### config.mk
export PLATFORM = sky130hd
export DESIGN_NAME = inode_block_bitmap_allocator
export DESIGN_NICKNAME = d
export VERILOG_FILES = /design/src/rtl/ibba_pkg.sv /design/src/rtl/inode_block_bitmap_allocator.sv /design/src/rtl/ibba_ram.sv /design/src/rtl/ibba_seq.sv
export VERILOG_INCLUDE_DIRS = /design/src /design/src/rtl
export SDC_FILE = /design/constraint.sdc
export NUM_CORES = 2
export LEC_CHECK = 0
export BUFFER_PORTS_ARGS = -buffer_cell sky130_fd_sc_hd__buf_2
export CAP_MARGIN = 20
export CORE_ASPECT_RATIO = 1.25
export CORE_MARGIN = 8
export CORE_UTILIZATION = 57
export CTS_BUF_LIST = sky130_fd_sc_hd__clkbuf_8 sky130_fd_sc_hd__clkbuf_16
export DETAILED_ROUTE_END_ITERATION = 7
export GPL_TIMING_DRIVEN = 0
export PLACE_DENSITY = 0.78
export SYNTH_ARGS = -nofsm -noshare
export SYNTH_HDL_FRONTEND = slang
export SYNTH_SLANG_ARGS = --single-unit
### constraint.sdc
create_clock -name aclk -period 6.75 [get_ports aclk]
set_input_delay 0.675 -clock aclk [delete_from_list [all_inputs] [get_ports aclk]]
set_output_delay 0.675 -clock aclk [all_outputs]
set_load 0.02 [all_outputs]
### src/rtl/inode_block_bitmap_allocator_assert.svh
// Assertion macros for the inode and block bitmap allocator
`ifndef INODE_BLOCK_BITMAP_ALLOCATOR_ASSERT_SVH
`define INODE_BLOCK_BITMAP_ALLOCATOR_ASSERT_SVH

// same-cycle implication, clocked on aclk, off during reset
`define IBBA_ASSERT_SAME(label, ante, cons, msg) \
    label: assert property (@(posedge aclk) disable iff (!aresetn) (ante) |-> (cons)) \
        else $error(msg);

// next-cycle implication
`define IBBA_ASSERT_NEXT(label, ante, cons, msg) \
    label: assert property (@(posedge aclk) disable iff (!aresetn) (ante) |=> (cons)) \
        else $error(msg);

`endif

### src/rtl/ibba_pkg.sv
// Package for the inode and block bitmap allocator: constants, types and microcode
`default_nettype none
package ibba_pkg;

    localparam int BLOCK_COUNT_DEF        = 1024;
    localparam int SLOTS_PER_TABLE_DEF    = 32;
    localparam int POINTERS_PER_INODE_DEF = 6;
    localparam int RESERVED_BLOCKS_DEF    = 5;
    localparam int TABLE_BLOCKS_DEF       = 4;

    localparam int MAP_WORD_W = 32;
    localparam int MAP_BIT_W  = $clog2(MAP_WORD_W);

    localparam int STATUS_W   = 2;
    localparam int INO_OUT_W  = 7;
    localparam int CNT_OUT_W  = 10;
    localparam int TB_W       = 3;
    localparam int S_TDATA_W  = 8;
    localparam int M_TDATA_W  = 48;

    localparam logic [CNT_OUT_W-1:0] INODES_FREE_AT_FORMAT = 10'd1022;
    localparam logic [CNT_OUT_W-1:0] CNT_MAX               = 10'h3FF;

    typedef enum logic [STATUS_W-1:0] {
        ST_OK        = 2'd0,
        ST_NO_SLOT   = 2'd1,
        ST_NO_BLOCKS = 2'd2
    } status_t;

    typedef enum logic [3:0] {
        OP_NOP,
        OP_ACCEPT,
        OP_FIND_SLOT,
        OP_SCAN_INIT,
        OP_LOAD_WORD,
        OP_PICK,
        OP_NEXT_WORD,
        OP_COMMIT,
        OP_RD_PICK,
        OP_WR_PICK,
        OP_CLR_IDX,
        OP_EMIT_PICK,
        OP_FORMAT,
        OP_EMIT_ONE
    } op_t;

    typedef enum logic [3:0] {
        C_NEVER,
        C_ALWAYS,
        C_NO_ACCEPT,
        C_FORMAT,
        C_NO_SLOT,
        C_COUNT_FULL,
        C_WORD_FREE,
        C_LAST_WORD,
        C_MORE_PICKS
    } cond_t;

    localparam int PC_W = 5;

    localparam logic [PC_W-1:0] STEP_WAIT     = 5'd0;
    localparam logic [PC_W-1:0] STEP_DISPATCH = 5'd1;
    localparam logic [PC_W-1:0] STEP_FIND     = 5'd2;
    localparam logic [PC_W-1:0] STEP_SLOT_CHK = 5'd3;
    localparam logic [PC_W-1:0] STEP_SCAN     = 5'd4;
    localparam logic [PC_W-1:0] STEP_LOAD0    = 5'd5;
    localparam logic [PC_W-1:0] STEP_FULL_CHK = 5'd6;
    localparam logic [PC_W-1:0] STEP_PICK     = 5'd7;
    localparam logic [PC_W-1:0] STEP_NEXT     = 5'd8;
    localparam logic [PC_W-1:0] STEP_LOAD     = 5'd9;
    localparam logic [PC_W-1:0] STEP_COMMIT   = 5'd10;
    localparam logic [PC_W-1:0] STEP_RD       = 5'd11;
    localparam logic [PC_W-1:0] STEP_WR       = 5'd12;
    localparam logic [PC_W-1:0] STEP_REWIND   = 5'd13;
    localparam logic [PC_W-1:0] STEP_EMIT     = 5'd14;
    localparam logic [PC_W-1:0] STEP_DONE     = 5'd15;
    localparam logic [PC_W-1:0] STEP_FORMAT   = 5'd16;
    localparam logic [PC_W-1:0] STEP_FMT_OUT  = 5'd17;
    localparam logic [PC_W-1:0] STEP_ERR_SLOT = 5'd18;
    localparam logic [PC_W-1:0] STEP_ERR_BLK  = 5'd19;

    typedef struct packed {
        op_t              op;
        cond_t            cond;
        logic             wait_out;
        status_t          status;
        logic [PC_W-1:0]  target;
    } cw_t;

    typedef struct packed {
        logic no_accept;
        logic format;
        logic no_slot;
        logic count_full;
        logic word_free;
        logic last_word;
        logic more_picks;
        logic out_busy;
    } flags_t;

    function automatic cw_t mk(input op_t op, input cond_t cond, input logic [PC_W-1:0] target);
        cw_t w;
        w.op       = op;
        w.cond     = cond;
        w.wait_out = 1'b0;
        w.status   = ST_OK;
        w.target   = target;
        return w;
    endfunction

    function automatic cw_t mk_out(input op_t op, input cond_t cond, input status_t st,
                                   input logic [PC_W-1:0] target);
        cw_t w;
        w          = mk(op, cond, target);
        w.wait_out = 1'b1;
        w.status   = st;
        return w;
    endfunction

    // control store
    function automatic cw_t ucode(input logic [PC_W-1:0] pc);
        cw_t w;
        case (pc)
            STEP_WAIT:     w = mk(OP_ACCEPT, C_NO_ACCEPT, STEP_WAIT);
            STEP_DISPATCH: w = mk(OP_NOP, C_FORMAT, STEP_FORMAT);
            STEP_FIND:     w = mk(OP_FIND_SLOT, C_NEVER, STEP_WAIT);
            STEP_SLOT_CHK: w = mk(OP_NOP, C_NO_SLOT, STEP_ERR_SLOT);
            STEP_SCAN:     w = mk(OP_SCAN_INIT, C_NEVER, STEP_WAIT);
            STEP_LOAD0:    w = mk(OP_LOAD_WORD, C_NEVER, STEP_WAIT);
            STEP_FULL_CHK: w = mk(OP_NOP, C_COUNT_FULL, STEP_COMMIT);
            STEP_PICK:     w = mk(OP_PICK, C_WORD_FREE, STEP_FULL_CHK);
            STEP_NEXT:     w = mk(OP_NEXT_WORD, C_LAST_WORD, STEP_ERR_BLK);
            STEP_LOAD:     w = mk(OP_LOAD_WORD, C_ALWAYS, STEP_FULL_CHK);
            STEP_COMMIT:   w = mk(OP_COMMIT, C_NEVER, STEP_WAIT);
            STEP_RD:       w = mk(OP_RD_PICK, C_NEVER, STEP_WAIT);
            STEP_WR:       w = mk(OP_WR_PICK, C_MORE_PICKS, STEP_RD);
            STEP_REWIND:   w = mk(OP_CLR_IDX, C_NEVER, STEP_WAIT);
            STEP_EMIT:     w = mk_out(OP_EMIT_PICK, C_MORE_PICKS, ST_OK, STEP_EMIT);
            STEP_DONE:     w = mk(OP_NOP, C_ALWAYS, STEP_WAIT);
            STEP_FORMAT:   w = mk(OP_FORMAT, C_NEVER, STEP_WAIT);
            STEP_FMT_OUT:  w = mk_out(OP_EMIT_ONE, C_ALWAYS, ST_OK, STEP_WAIT);
            STEP_ERR_SLOT: w = mk_out(OP_EMIT_ONE, C_ALWAYS, ST_NO_SLOT, STEP_WAIT);
            STEP_ERR_BLK:  w = mk_out(OP_EMIT_ONE, C_ALWAYS, ST_NO_BLOCKS, STEP_WAIT);
            default:       w = mk(OP_NOP, C_ALWAYS, STEP_WAIT);
        endcase
        return w;
    endfunction

endpackage
`default_nettype wire

### src/rtl/inode_block_bitmap_allocator.sv
// Top level of the inode and block bitmap allocator: datapath, maps and stream ports
//
//  channel | dir | tdata (low bit up)                               | tuser  | tlast
//  s_      | in  | table_block[2:0], is_folder[3], pad             | kind   | -
//  m_      | out | inode_number, block_number, free_blocks,         | status | last
//          |     | free_inodes, folder_count, pad                   |        |
//
// Format: accept, dispatch, clear, result. Allocation: slot search, bitmap word scan
// with picks, commit, a read-modify-write of the block map RAM per pointer, then one
// result per pointer. The scan reads the block map RAM one bitmap word at a time.
// Reset clears the row valid bits of the block map and the inode map; no clearing pass.
// A stalled result holds the sequencer on its output step.
`default_nettype none
module inode_block_bitmap_allocator import ibba_pkg::*; #(
    parameter int BLOCK_COUNT        = BLOCK_COUNT_DEF,
    parameter int SLOTS_PER_TABLE    = SLOTS_PER_TABLE_DEF,
    parameter int POINTERS_PER_INODE = POINTERS_PER_INODE_DEF,
    parameter int RESERVED_BLOCKS    = RESERVED_BLOCKS_DEF,
    parameter int TABLE_BLOCKS       = TABLE_BLOCKS_DEF
) (
    input  wire logic                 aclk,
    input  wire logic                 aresetn,
    input  wire logic                 s_tvalid,
    output logic                      s_tready,
    input  wire logic [S_TDATA_W-1:0] s_tdata,   // table_block[2:0], is_folder[3]
    input  wire logic                 s_tuser,   // kind
    output logic                      m_tvalid,
    input  wire logic                 m_tready,
    output logic      [M_TDATA_W-1:0] m_tdata,   // inode_number[6:0], block_number[16:7],
                                                 // free_blocks[26:17], free_inodes[36:27],
                                                 // folder_count[46:37]
    output logic      [STATUS_W-1:0]  m_tuser,   // status
    output logic                      m_tlast
);

    `include "inode_block_bitmap_allocator_assert.svh"

    localparam int WORDS  = (BLOCK_COUNT + MAP_WORD_W - 1) / MAP_WORD_W;
    localparam int WA_W   = (WORDS > 1) ? $clog2(WORDS) : 1;
    localparam int BLK_W  = WA_W + MAP_BIT_W;
    localparam int SLOT_W = $clog2(SLOTS_PER_TABLE);
    localparam int ROW_W  = (TABLE_BLOCKS > 1) ? $clog2(TABLE_BLOCKS) : 1;
    localparam int INO_W  = $clog2(TABLE_BLOCKS * SLOTS_PER_TABLE);
    localparam int IDX_W  = (POINTERS_PER_INODE > 1) ? $clog2(POINTERS_PER_INODE) : 1;
    localparam int CNT_W  = $clog2(POINTERS_PER_INODE + 1);

    cw_t    cw;
    logic   go;
    flags_t flags;

    ibba_seq u_seq (
        .aclk    (aclk),
        .aresetn (aresetn),
        .flags   (flags),
        .cw      (cw),
        .go      (go)
    );

    // control state
    logic [SLOTS_PER_TABLE-1:0] inode_map_reg [TABLE_BLOCKS];
    logic [SLOTS_PER_TABLE-1:0] inode_map_next [TABLE_BLOCKS];
    logic [WORDS-1:0]           row_valid_reg, row_valid_next;
    logic [CNT_OUT_W-1:0]       fb_reg, fb_next, fi_reg, fi_next, fc_reg, fc_next;
    logic                       m_tvalid_reg, m_tvalid_next;

    // working registers
    logic                       kind_reg, kind_next, folder_reg, folder_next;
    logic [TB_W-1:0]            tb_reg, tb_next;
    logic [ROW_W-1:0]           ino_row_reg, ino_row_next;
    logic [SLOT_W-1:0]          ino_slot_reg, ino_slot_next;
    logic [INO_W-1:0]           ino_reg, ino_next;
    logic                       slot_ok_reg, slot_ok_next;
    logic [WA_W-1:0]            widx_reg, widx_next;
    logic [MAP_WORD_W-1:0]      word_reg, word_next;
    logic [CNT_W-1:0]           cnt_reg, cnt_next;
    logic [IDX_W-1:0]           pidx_reg, pidx_next;
    logic [BLK_W-1:0]           pick_reg [POINTERS_PER_INODE];
    logic [BLK_W-1:0]           pick_next [POINTERS_PER_INODE];
    logic                       m_tlast_reg, m_tlast_next;
    status_t                    m_status_reg, m_status_next;
    logic [INO_OUT_W-1:0]       m_ino_reg, m_ino_next;
    logic [CNT_OUT_W-1:0]       m_blk_reg, m_blk_next;
    logic [CNT_OUT_W-1:0]       m_fb_reg, m_fb_next, m_fi_reg, m_fi_next, m_fc_reg, m_fc_next;

    // datapath nets
    logic                       tb_ok;
    logic [ROW_W-1:0]           row_idx;
    logic [SLOTS_PER_TABLE-1:0] row_bits;
    logic [SLOT_W-1:0]          free_slot;
    logic                       slot_found;
    logic [MAP_WORD_W-1:0]      edge_mask, word_in;
    logic [MAP_BIT_W-1:0]       word_bit;
    logic                       word_free;
    logic [BLK_W-1:0]           pick_cur, pick_val;
    logic [WA_W-1:0]            pick_word;
    logic [MAP_BIT_W-1:0]       pick_bit;
    logic                       pick_we;
    logic                       ram_we;
    logic [WA_W-1:0]            ram_raddr;
    logic [MAP_WORD_W-1:0]      ram_wdata, ram_rdata;

    ibba_ram #(
        .WIDTH (MAP_WORD_W),
        .DEPTH (WORDS)
    ) u_block_map (
        .aclk  (aclk),
        .we    (ram_we),
        .waddr (pick_word),
        .wdata (ram_wdata),
        .raddr (ram_raddr),
        .rdata (ram_rdata)
    );

    // inode slot search; slots 0 and 1 of table 1 hold the root inodes
    always_comb begin
        tb_ok    = (tb_reg != '0) && ({1'b0, tb_reg} <= 4'(TABLE_BLOCKS));
        row_idx  = ROW_W'(tb_reg - 3'd1);
        row_bits = inode_map_reg[row_idx]
                 | ((tb_reg == 3'd1) ? SLOTS_PER_TABLE'(2'b11) : '0);
        free_slot  = '0;
        slot_found = 1'b0;
        for (int i = SLOTS_PER_TABLE - 1; i >= 0; i--) begin
            if (!row_bits[i]) begin
                free_slot  = SLOT_W'(i);
                slot_found = 1'b1;
            end
        end
    end

    // block map word: reserved blocks and blocks past the end read as used
    always_comb begin
        for (int b = 0; b < MAP_WORD_W; b++) begin
            edge_mask[b] = (32'({widx_reg, MAP_BIT_W'(b)}) < RESERVED_BLOCKS)
                        || (32'({widx_reg, MAP_BIT_W'(b)}) >= BLOCK_COUNT);
        end
        word_in  = (row_valid_reg[widx_reg] ? ram_rdata : '0) | edge_mask;
        word_bit = '0;
        for (int i = MAP_WORD_W - 1; i >= 0; i--) begin
            if (!word_reg[i]) begin
                word_bit = MAP_BIT_W'(i);
            end
        end
        word_free = (word_reg != '1);
    end

    assign pick_cur  = pick_reg[pidx_reg];
    assign pick_word = pick_cur[BLK_W-1:MAP_BIT_W];
    assign pick_bit  = pick_cur[MAP_BIT_W-1:0];
    assign pick_val  = {widx_reg, word_bit};
    assign pick_we   = go && (cw.op == OP_PICK) && word_free;
    assign ram_wdata = (row_valid_reg[pick_word] ? ram_rdata : '0)
                     | (MAP_WORD_W'(1) << pick_bit);

    always_comb begin
        flags.no_accept  = !s_tvalid;
        flags.format     = !kind_reg;
        flags.no_slot    = !slot_ok_reg;
        flags.count_full = (cnt_reg == CNT_W'(POINTERS_PER_INODE));
        flags.word_free  = word_free;
        flags.last_word  = (widx_reg == WA_W'(WORDS - 1));
        flags.more_picks = (pidx_reg != IDX_W'(POINTERS_PER_INODE - 1));
        flags.out_busy   = m_tvalid_reg && !m_tready;
    end

    assign s_tready = (cw.op == OP_ACCEPT);

    always_comb begin
        inode_map_next = inode_map_reg;
        row_valid_next = row_valid_reg;
        fb_next        = fb_reg;
        fi_next        = fi_reg;
        fc_next        = fc_reg;
        kind_next      = kind_reg;
        folder_next    = folder_reg;
        tb_next        = tb_reg;
        ino_row_next   = ino_row_reg;
        ino_slot_next  = ino_slot_reg;
        ino_next       = ino_reg;
        slot_ok_next   = slot_ok_reg;
        widx_next      = widx_reg;
        word_next      = word_reg;
        cnt_next       = cnt_reg;
        pidx_next      = pidx_reg;
        pick_next      = pick_reg;
        m_tvalid_next  = m_tvalid_reg && !m_tready;
        m_tlast_next   = m_tlast_reg;
        m_status_next  = m_status_reg;
        m_ino_next     = m_ino_reg;
        m_blk_next     = m_blk_reg;
        m_fb_next      = m_fb_reg;
        m_fi_next      = m_fi_reg;
        m_fc_next      = m_fc_reg;
        ram_we         = 1'b0;
        ram_raddr      = widx_reg;

        if (go) begin
            case (cw.op)
                OP_ACCEPT: begin
                    if (s_tvalid) begin
                        kind_next   = s_tuser;
                        tb_next     = s_tdata[TB_W-1:0];
                        folder_next = s_tdata[TB_W];
                    end
                end
                OP_FIND_SLOT: begin
                    ino_row_next  = row_idx;
                    ino_slot_next = free_slot;
                    ino_next      = INO_W'(INO_W'(row_idx) * INO_W'(SLOTS_PER_TABLE)
                                         + INO_W'(free_slot));
                    slot_ok_next  = tb_ok && slot_found;
                end
                OP_SCAN_INIT: begin
                    widx_next = '0;
                    cnt_next  = '0;
                    ram_raddr = '0;
                end
                OP_LOAD_WORD: begin
                    word_next = word_in;
                end
                OP_PICK: begin
                    if (word_free) begin
                        pick_next[cnt_reg[IDX_W-1:0]] = pick_val;
                        word_next = word_reg | (MAP_WORD_W'(1) << word_bit);
                        cnt_next  = cnt_reg + 1'b1;
                    end
                end
                OP_NEXT_WORD: begin
                    widx_next = widx_reg + 1'b1;
                    ram_raddr = widx_reg + 1'b1;
                end
                OP_COMMIT: begin
                    inode_map_next[ino_row_reg][ino_slot_reg] = 1'b1;
                    fb_next = (fb_reg >= CNT_OUT_W'(POINTERS_PER_INODE))
                            ? fb_reg - CNT_OUT_W'(POINTERS_PER_INODE) : '0;
                    if (fi_reg != '0) begin
                        fi_next = fi_reg - 1'b1;
                    end
                    if (folder_reg && (fc_reg != CNT_MAX)) begin
                        fc_next = fc_reg + 1'b1;
                    end
                    pidx_next = '0;
                end
                OP_RD_PICK: begin
                    ram_raddr = pick_word;
                end
                OP_WR_PICK: begin
                    ram_we                    = 1'b1;
                    row_valid_next[pick_word] = 1'b1;
                    pidx_next                 = pidx_reg + 1'b1;
                end
                OP_CLR_IDX: begin
                    pidx_next = '0;
                end
                OP_EMIT_PICK: begin
                    m_tvalid_next = 1'b1;
                    m_tlast_next  = !flags.more_picks;
                    m_status_next = ST_OK;
                    m_ino_next    = INO_OUT_W'(ino_reg);
                    m_blk_next    = CNT_OUT_W'(pick_cur);
                    m_fb_next     = fb_reg;
                    m_fi_next     = fi_reg;
                    m_fc_next     = fc_reg;
                    pidx_next     = pidx_reg + 1'b1;
                end
                OP_FORMAT: begin
                    for (int t = 0; t < TABLE_BLOCKS; t++) begin
                        inode_map_next[t] = '0;
                    end
                    row_valid_next = '0;
                    fb_next        = CNT_OUT_W'(BLOCK_COUNT - RESERVED_BLOCKS);
                    fi_next        = INODES_FREE_AT_FORMAT;
                    fc_next        = '0;
                end
                OP_EMIT_ONE: begin
                    m_tvalid_next = 1'b1;
                    m_tlast_next  = 1'b1;
                    m_status_next = cw.status;
                    m_ino_next    = '0;
                    m_blk_next    = '0;
                    m_fb_next     = fb_reg;
                    m_fi_next     = fi_reg;
                    m_fc_next     = fc_reg;
                end
                default: ;
            endcase
        end
    end

    always_ff @(posedge aclk) begin
        if (!aresetn) begin
            for (int t = 0; t < TABLE_BLOCKS; t++) begin
                inode_map_reg[t] <= '0;
            end
            row_valid_reg <= '0;
            fb_reg        <= '0;
            fi_reg        <= '0;
            fc_reg        <= '0;
            m_tvalid_reg  <= 1'b0;
        end else begin
            inode_map_reg <= inode_map_next;
            row_valid_reg <= row_valid_next;
            fb_reg        <= fb_next;
            fi_reg        <= fi_next;
            fc_reg        <= fc_next;
            m_tvalid_reg  <= m_tvalid_next;
        end
    end

    always_ff @(posedge aclk) begin
        kind_reg     <= kind_next;
        folder_reg   <= folder_next;
        tb_reg       <= tb_next;
        ino_row_reg  <= ino_row_next;
        ino_slot_reg <= ino_slot_next;
        ino_reg      <= ino_next;
        slot_ok_reg  <= slot_ok_next;
        widx_reg     <= widx_next;
        word_reg     <= word_next;
        cnt_reg      <= cnt_next;
        pidx_reg     <= pidx_next;
        pick_reg     <= pick_next;
        m_tlast_reg  <= m_tlast_next;
        m_status_reg <= m_status_next;
        m_ino_reg    <= m_ino_next;
        m_blk_reg    <= m_blk_next;
        m_fb_reg     <= m_fb_next;
        m_fi_reg     <= m_fi_next;
        m_fc_reg     <= m_fc_next;
    end

    assign m_tvalid = m_tvalid_reg;
    assign m_tlast  = m_tlast_reg;
    assign m_tuser  = m_status_reg;
    assign m_tdata  = {1'b0, m_fc_reg, m_fi_reg, m_fb_reg, m_blk_reg, m_ino_reg};

    `IBBA_ASSERT_SAME(a_commit_full, cw.op == OP_COMMIT,
        cnt_reg == CNT_W'(POINTERS_PER_INODE), "commit without a full set of blocks")
    `IBBA_ASSERT_SAME(a_pick_range, pick_we,
        (32'(pick_val) >= RESERVED_BLOCKS) && (32'(pick_val) < BLOCK_COUNT),
        "picked block outside the data area")
    `IBBA_ASSERT_SAME(a_err_last, m_tvalid && (m_tuser != ST_OK), m_tlast,
        "error word not marked last")
    `IBBA_ASSERT_NEXT(a_one_accept, s_tvalid && s_tready, !s_tready,
        "input taken twice in a row")

endmodule
`default_nettype wire

### src/rtl/ibba_ram.sv
// Generic single-write, single-read RAM with registered read data
`default_nettype none
module ibba_ram import ibba_pkg::*; #(
    parameter int WIDTH = MAP_WORD_W,
    parameter int DEPTH = BLOCK_COUNT_DEF / MAP_WORD_W,
    localparam int ADDR_W = (DEPTH > 1) ? $clog2(DEPTH) : 1
) (
    input  wire logic              aclk,
    input  wire logic              we,
    input  wire logic [ADDR_W-1:0] waddr,
    input  wire logic [WIDTH-1:0]  wdata,
    input  wire logic [ADDR_W-1:0] raddr,
    output logic      [WIDTH-1:0]  rdata
);

    logic [WIDTH-1:0] mem_reg [DEPTH];
    logic [WIDTH-1:0] rdata_reg;

    always_ff @(posedge aclk) begin
        if (we) begin
            mem_reg[waddr] <= wdata;
        end
        rdata_reg <= mem_reg[raddr];
    end

    assign rdata = rdata_reg;

endmodule
`default_nettype wire

### src/rtl/ibba_seq.sv
// Microcode sequencer: step counter, control store and conditional jumps
`default_nettype none
module ibba_seq import ibba_pkg::*; (
    input  wire logic   aclk,
    input  wire logic   aresetn,
    input  wire flags_t flags,
    output cw_t         cw,
    output logic        go
);

    logic [PC_W-1:0] pc_reg, pc_next;
    logic            take;

    assign cw = ucode(pc_reg);

    always_comb begin
        go = !(cw.wait_out && flags.out_busy);
        unique case (cw.cond)
            C_NEVER:      take = 1'b0;
            C_ALWAYS:     take = 1'b1;
            C_NO_ACCEPT:  take = flags.no_accept;
            C_FORMAT:     take = flags.format;
            C_NO_SLOT:    take = flags.no_slot;
            C_COUNT_FULL: take = flags.count_full;
            C_WORD_FREE:  take = flags.word_free;
            C_LAST_WORD:  take = flags.last_word;
            C_MORE_PICKS: take = flags.more_picks;
            default:      take = 1'b0;
        endcase
        if (!go) begin
            pc_next = pc_reg;
        end else if (take) begin
            pc_next = cw.target;
        end else begin
            pc_next = pc_reg + 1'b1;
        end
    end

    always_ff @(posedge aclk) begin
        if (!aresetn) begin
            pc_reg <= STEP_WAIT;
        end else begin
            pc_reg <= pc_next;
        end
    end

endmodule
`default_nettype wire

=== After elaboration in Yosys (flattened, before gate mapping) ===
Memory sizes are Yosys's and may differ from the RTL's. A register that Yosys moved wholly into a read port is not among the register bits.
Index checks and enable logic that the tools add are counted.

* Register bits: 369
* Bits of input ports: 13
* RAM bits: 1,024
* Output and inout bits: 53
* Memory bits (read-only): 512
* Memories: 2
* Word-level logic and storage cells: 293

{| class="wikitable"
|+ Memories
! memory !! words !! width !! rd ports !! clocked after memory_dff !! wr ports !! line !! RTL
|-
| u_block_map.mem_reg || 32 || 32 || 1 || 1 || 1 || ibba_ram.sv:16 || <nowiki>logic [WIDTH-1:0] mem_reg [DEPTH];</nowiki>
|-
| (no name shown) || 32 || 16 || 1 || 1 || 0 || ibba_pkg.sv:123 || <nowiki>case (pc)</nowiki>
|}

* Shifts and indexed selects: 2
* Reduce and logical (&&, ||, !) cells: 39
* Add/sub/neg operators: 9
* Bitwise logic cells: 11
* Order comparisons: 18
* Mux-type cells: 148
* Eq/ne operators: 30

{| class="wikitable"
|+ Operators with widths
! operator !! count
|-
| $mux W5 || 68
|-
| $pmux W128 S2 || 1
|-
| $mux W32 || 6
|-
| $or A128 B128 Y128 || 1
|-
| $pmux W32 S2 || 2
|-
| $or A32 B32 Y32 || 3
|-
| $pmux W10 S2 || 4
|-
| $bmux W32 S2 || 1
|-
| $demux W32 S2 || 1
|-
| $shl A1 B5 Y32 const A || 2
|-
| $bwmux W60 || 1
|-
| $mux W10 || 6
|-
| $lt A10 B3 Y1 const B || 5
|-
| $mux W1 || 42
|-
| $eq A4 B3 Y1 const B || 8
|-
| $ne A32 B32 Y1 const B || 1
|-
| $or A32 B2 Y32 || 1
|-
| $or A32 B5 Y32 || 1
|-
| $bmux W10 S3 || 1
|-
| $demux W10 S3 || 1
|-
| $eq A4 B4 Y1 const B || 7
|-
| $lt A5 B6 Y1 const B || 3
|-
| $reduce_and A3 Y1 || 6
|-
| $eq A4 B2 Y1 const B || 4
|-
| 42 further kinds || 81
|}

=== Logic depth before layout (Yosys ltp) ===
* Depth in word-level cells: 39
* Gate-level depth with buffers: 17
* Depth with buffers taken out: 14

=== Modules after synthesis ===
Synthesis repeated with hierarchy kept, for this count alone.

* Cells, all modules: 3,976
* Area total of the unflattened synthesis: 57,564.0 um^2

{| class="wikitable"
|+ Modules (own cells, without submodules)
! module !! cells each !! instances !! seq. area each (um^2) !! area each (um^2)
|-
| ibba_ram || 2,260 || 1 || 31,390.1 || 40,485.1
|-
| inode_block_bitmap_allocator || 1,574 || 1 || 8,808.4 || 15,897.7
|-
| ibba_seq || 142 || 1 || 420.4 || 1,181.1
|}

=== Least setup slack after synthesis ===
No wires, ideal clock.

* Path kind: input to register
* Start: in m_tready
* End: reg word_reg[0] (enable)
* Cell stages on the path: 4
* Slack: -49 ps
* Arrival: 6,205 ps
* Buffers on the path: 2
* Required time: 6,156 ps
* Library setup time: 594 ps
* Cell sequence: and3b_1 > clkbuf_1 > buf_2 > a2111oi_0

* Longest elaborated chain between the ends: 5

{| class="wikitable"
|+ Ends and longest elaborated chain
! element !! line !! RTL
|-
| start, declared || inode_block_bitmap_allocator.sv:28 || <nowiki>input wire logic m_tready,</nowiki>
|-
| $logic_not A1 Y1 || inode_block_bitmap_allocator.sv:162 || <nowiki>flags.out_busy = m_tvalid_reg && !m_tready;</nowiki>
|-
| $logic_and A1 B1 Y1 || inode_block_bitmap_allocator.sv:162 ||
|-
| $logic_and A1 B1 Y1 || ibba_seq.sv:17 || <nowiki>go = !(cw.wait_out && flags.out_busy);</nowiki>
|-
| $not A1 Y1 (no source line) || -- ||
|-
| $reduce_and A3 Y1 (no source line) || -- ||
|-
| end signal, assigned || inode_block_bitmap_allocator.sv:318 || <nowiki>word_reg <= word_next;</nowiki>
|-
| end, declared || inode_block_bitmap_allocator.sv:74 || <nowiki>logic [MAP_WORD_W-1:0] word_reg, word_next;</nowiki>
|}

No other way between the ends.
A chain may end at the register's enable or synchronous reset.

=== Worst setup path after layout ===
* Start: reg tb_reg[0]
* End: reg ino_slot_reg[0] (data pin)

* Longest elaborated chain between the ends: 38
* Elaborated cells on any way between the ends: 40
* Classes of those cells: add/sub: 1; eq/ne: 1; mux: 36; bitwise: 2

{| class="wikitable"
|+ Ends and longest elaborated chain
! element !! line !! RTL
|-
| start, declared || inode_block_bitmap_allocator.sv:68 || <nowiki>logic [TB_W-1:0] tb_reg, tb_next;</nowiki>
|-
| start signal, assigned || inode_block_bitmap_allocator.sv:312 || <nowiki>tb_reg <= tb_next;</nowiki>
|-
| $sub A2 B1 Y2 * || inode_block_bitmap_allocator.sv:117 || <nowiki>row_idx = ROW_W'(tb_reg - 3'd1);</nowiki>
|-
| named net row_idx[0] || inode_block_bitmap_allocator.sv:87 || <nowiki>logic [ROW_W-1:0] row_idx;</nowiki>
|-
| $not A2 Y3 (implied by the code) * || inode_block_bitmap_allocator.sv:118 || <nowiki>row_bits = inode_map_reg[row_idx]</nowiki>
|-
| $bmux W32 S2 * || inode_block_bitmap_allocator.sv:118 ||
|-
| $mux W32 (implied by the code) * (2 in a row) || inode_block_bitmap_allocator.sv:118 ||
|-
| $or A32 B2 Y32 * || inode_block_bitmap_allocator.sv:119 || <nowiki>| ((tb_reg == 3'd1) ? SLOTS_PER_TABLE'(2'b11) : '0);</nowiki>
|-
| $mux W5 (31 in a row) || inode_block_bitmap_allocator.sv:123 || <nowiki>if (!row_bits[i]) begin</nowiki>
|-
| $mux W5 * || inode_block_bitmap_allocator.sv:123 ||
|-
| end signal, assigned || inode_block_bitmap_allocator.sv:314 || <nowiki>ino_slot_reg <= ino_slot_next;</nowiki>
|-
| end, declared || inode_block_bitmap_allocator.sv:70 || <nowiki>logic [SLOT_W-1:0] ino_slot_reg, ino_slot_next;</nowiki>
|}

Mark *: on every way through the listed nets, which the timed path passes. The rest lies on a longest branch. The select of a mux whose other input is x is not followed.

==> impl_metrics.ini <==
[clock_network]
numCtsBuffers = 137
clockBufferDepth = 3
postCtsSetupBuffers = 0
cts_sinks = 1434
cts_max_level = 4
root_buffer = clkbuf_16
ctsHoldBuffers = 0
ctsResizeCount = 0
insertion_delay_ns = 0.78
cts_tree = yes
path_clk_slew_ns = 0.06

[setup_path]
ff2ff_path_depth = 15
startpoint = tb_reg[0]$_DFFE_PP_
path_depth = 15
cp-endpoint = ino_slot_reg[0]$_SDFFCE_PN0P_
rr_endpoint = ino_slot_reg[0]$_SDFFCE_PN0P_
cp.buffers_inverters = 6
crit_type = flip-flop to flip-flop
r2r_start = tb_reg[0]$_DFFE_PP_
cp_top_family = buffers and inverters
cp_max_fo = 10
path_cells = clkbuf_1 > clkbuf_1 > buf_2 > inv_1 > ha_1 > clkbuf_1 > buf_2 > mux4_2 > a21boi_0 > o21ai_0 > a31oi_1 > o21ai_0 > a31oi_1 > o21ai_0 > a21oi_1
cp_data_arrival_time_ns = 5.93
r2r_setup_slack_ns = 1.33
cp-start-kind = flip-flop
crit_slowest_cell = clkbuf_1
crit_path_max_incr_delay_ns = 0.69
cp-end-kind = flip-flop
crit_required_ns = 7.25

[timing]
clock_skew_ns = 0.0286
max_slew.worst_pin.slew_ns = 1.18
fin_crit_sh = 0.804
finalSetupViolations = 0
finalMaxSlewViolations = 0
relSlewSlack = 0.210
max_freq_ghz = 0.184
timing.final.ws_setup_ns = 1.33
fin_crit_ns = 5.42
grt_setup_unrepaired = no
hold_slack_ns = 0.0824
hold_violations = 0

[pwr]
peakVddDrop_mv = 0.330
p_per_area_nw_per_um2 = 440
p_leak_uw = 0.0235
finalPower_uw = 29200

[placement]
place_congestion = 1.00
portBuffers = 60
pre_cts_ws_ns = 1.45
hpwl_um = 117000
dp_cells = 6163

[yosys]
synth_top_cells_by_count = edfxtp_1, nand2_1, nor2_1
ys_async_sr_fraction = 0
synth_area_per_cell_sq_um = 12.3
synthTopCellsByArea = edfxtp_1, dfxtp_1, nand2_1
yosysMostFrequentCell = edfxtp_1
synth.net_count = 4737
ys_seq_area_frac = 0.700
syn_inst = 4707
synth_edf_count = 1190
synth_flop_cell = edfxtp_1
yosysUniqueCellTypes = 86
synth_top_area_share = 0.615
yosysWarnings = 0
yosys.area.top_type = edfxtp_1
synth_seq_cells = 1434
syn_area_sq_um = 58100

[routing]
drc = 0
wirelength_um = 170000
drtIter0Drc = 5603
vias = 40932
dr.pass1.iters = 8
drtAntennaViolNets = 0
avgRoutedWirePerCell_um = 26.5
vias_per_cell = 6.38

[outcome]
status = complete, no violations

[cells_and_area]
largest_reg_flops = 1024
final_cells = 6416
nets = 5006
final_core_util = 0.655
fillCellCount = 6999
drive_above_1_share = 0.127
syn2layout_area_growth_pct = 14.5

[grt]
grt_max_degree = 46
grt_pass1_wl_um = 249000
grt_usage = 0.295
antenna_found_initial = 2
overflow = 0
first_global_vias = 40060

[die]
coreArea_sq_um = 101000
die_area_sq_um = 112000
pin_count = 66
initial_core_util = 0.572
die_h_um = 373
die_w_um = 301
rows = 131

[hold_path]
hold_depth = 1
worstHoldPathType = input pin to flip-flop

[flow_run]
max-cap-violations = 0
layout make-up:
cell class                      count  area (sq um)  area share
Antenna cell                        2          5.00   0.0000753
Clock buffer                      156          3780      0.0569
Inverter                           46           173     0.00260
Multi-Input combinational cell   2937         16400       0.246
Tap cell                         1330          1660      0.0250
Clock inverter                     91           698      0.0105
Timing Repair Buffer              130          1770      0.0266
Sequential cell                  1434         40600       0.611
Buffer                            290          1370      0.0207
cells in the final DEF (no fill, tap or decap), types with 56 or more instances in the layout:
| cell type | instances |
|---|---|
| dfxtp_1 | 244 |
| nor3_1 | 56 |
| a21oi_1 | 221 |
| o22ai_1 | 99 |
| clkbuf_1 | 146 |
| nand2_1 | 1156 |
| edfxtp_1 | 1190 |
| clkbuf_16 | 145 |
| a311oi_1 | 66 |
| and3_1 | 267 |
| a31oi_1 | 220 |
| inv_1 | 70 |
| nor2_1 | 294 |
| buf_2 | 169 |
worst min path at each step:
stage	from	endpoint	slack, ns
4_1_cts	s_tdata[2]	tb_reg[2]$_DFFE_PP_	0.06
3_5_place_dp	fb_reg[0]$_SDFFE_PN0P_	m_fb_reg[0]$_DFFE_PP_	0.43
5_1_grt	s_tdata[0]	tb_reg[0]$_DFFE_PP_	0.07
3_3_place_gp	fb_reg[0]$_SDFFE_PN0P_	m_fb_reg[0]$_DFFE_PP_	0.42
2_1_floorplan	fb_reg[0]$_SDFFE_PN0P_	m_fb_reg[0]$_DFFE_PP_	0.40
6_report	s_tdata[2]	tb_reg[2]$_DFFE_PP_	0.08
cells by family after synthesis:
| logic type | count (synthesis) | synth area share |
|---|---|---|
| simple gates | 2028 | 0.154 |
| flops | 1434 | 0.700 |
| compound gates | 795 | 0.0883 |
| buf+inv | 336 | 0.0266 |
| mux | 78 | 0.0249 |
| xor+xnor | 18 | 0.00272 |
| fa+ha+maj | 17 | 0.00366 |
| other cells | 1 | 0.0000646 |
worst register-to-register path, stage by stage (launching register included):
cell and delay [ns]:
edfxtp_1 0.36, clkbuf_1 0.41, clkbuf_1 0.69, buf_2 0.47
inv_1 0.17, ha_1 0.30, clkbuf_1 0.44, buf_2 0.48
mux4_2 0.57, a21boi_0 0.14, o21ai_0 0.19, a31oi_1 0.14
o21ai_0 0.37, a31oi_1 0.13, o21ai_0 0.19, a21oi_1 0.10
stage by stage:
stage | instance area (sq um) | setup TNS, ns
after floorplan | 58100 | 0
after global placement | 60000 | -210.49
final | 66500 | 0
after CTS | 66400 | 0
after global routing | 66500 | 0
after detailed placement | 61900 | 0
per-layer routing:
| metal | GRT usage | vias up | share of wire |
|---|---|---|---|
| li1 | - | 17847 | - |
| met1 | 0.352 | 19742 | 0.34 |
| met2 | 0.466 | 2700 | 0.46 |
| met3 | 0.0711 | 643 | 0.11 |
| met4 | 0.211 | 0 | 0.086 |
| met5 | 0 | - | 0 |
report_power, final:
part | switching [uW] | leakage (uW) | internal (uW)
Clock | 3300 | 0.00231 | 4360
Combinational | 7500 | 0.00836 | 2910
Sequential | 210 | 0.0128 | 11000
No activity file was read; power rests on OpenSTA's default activity.
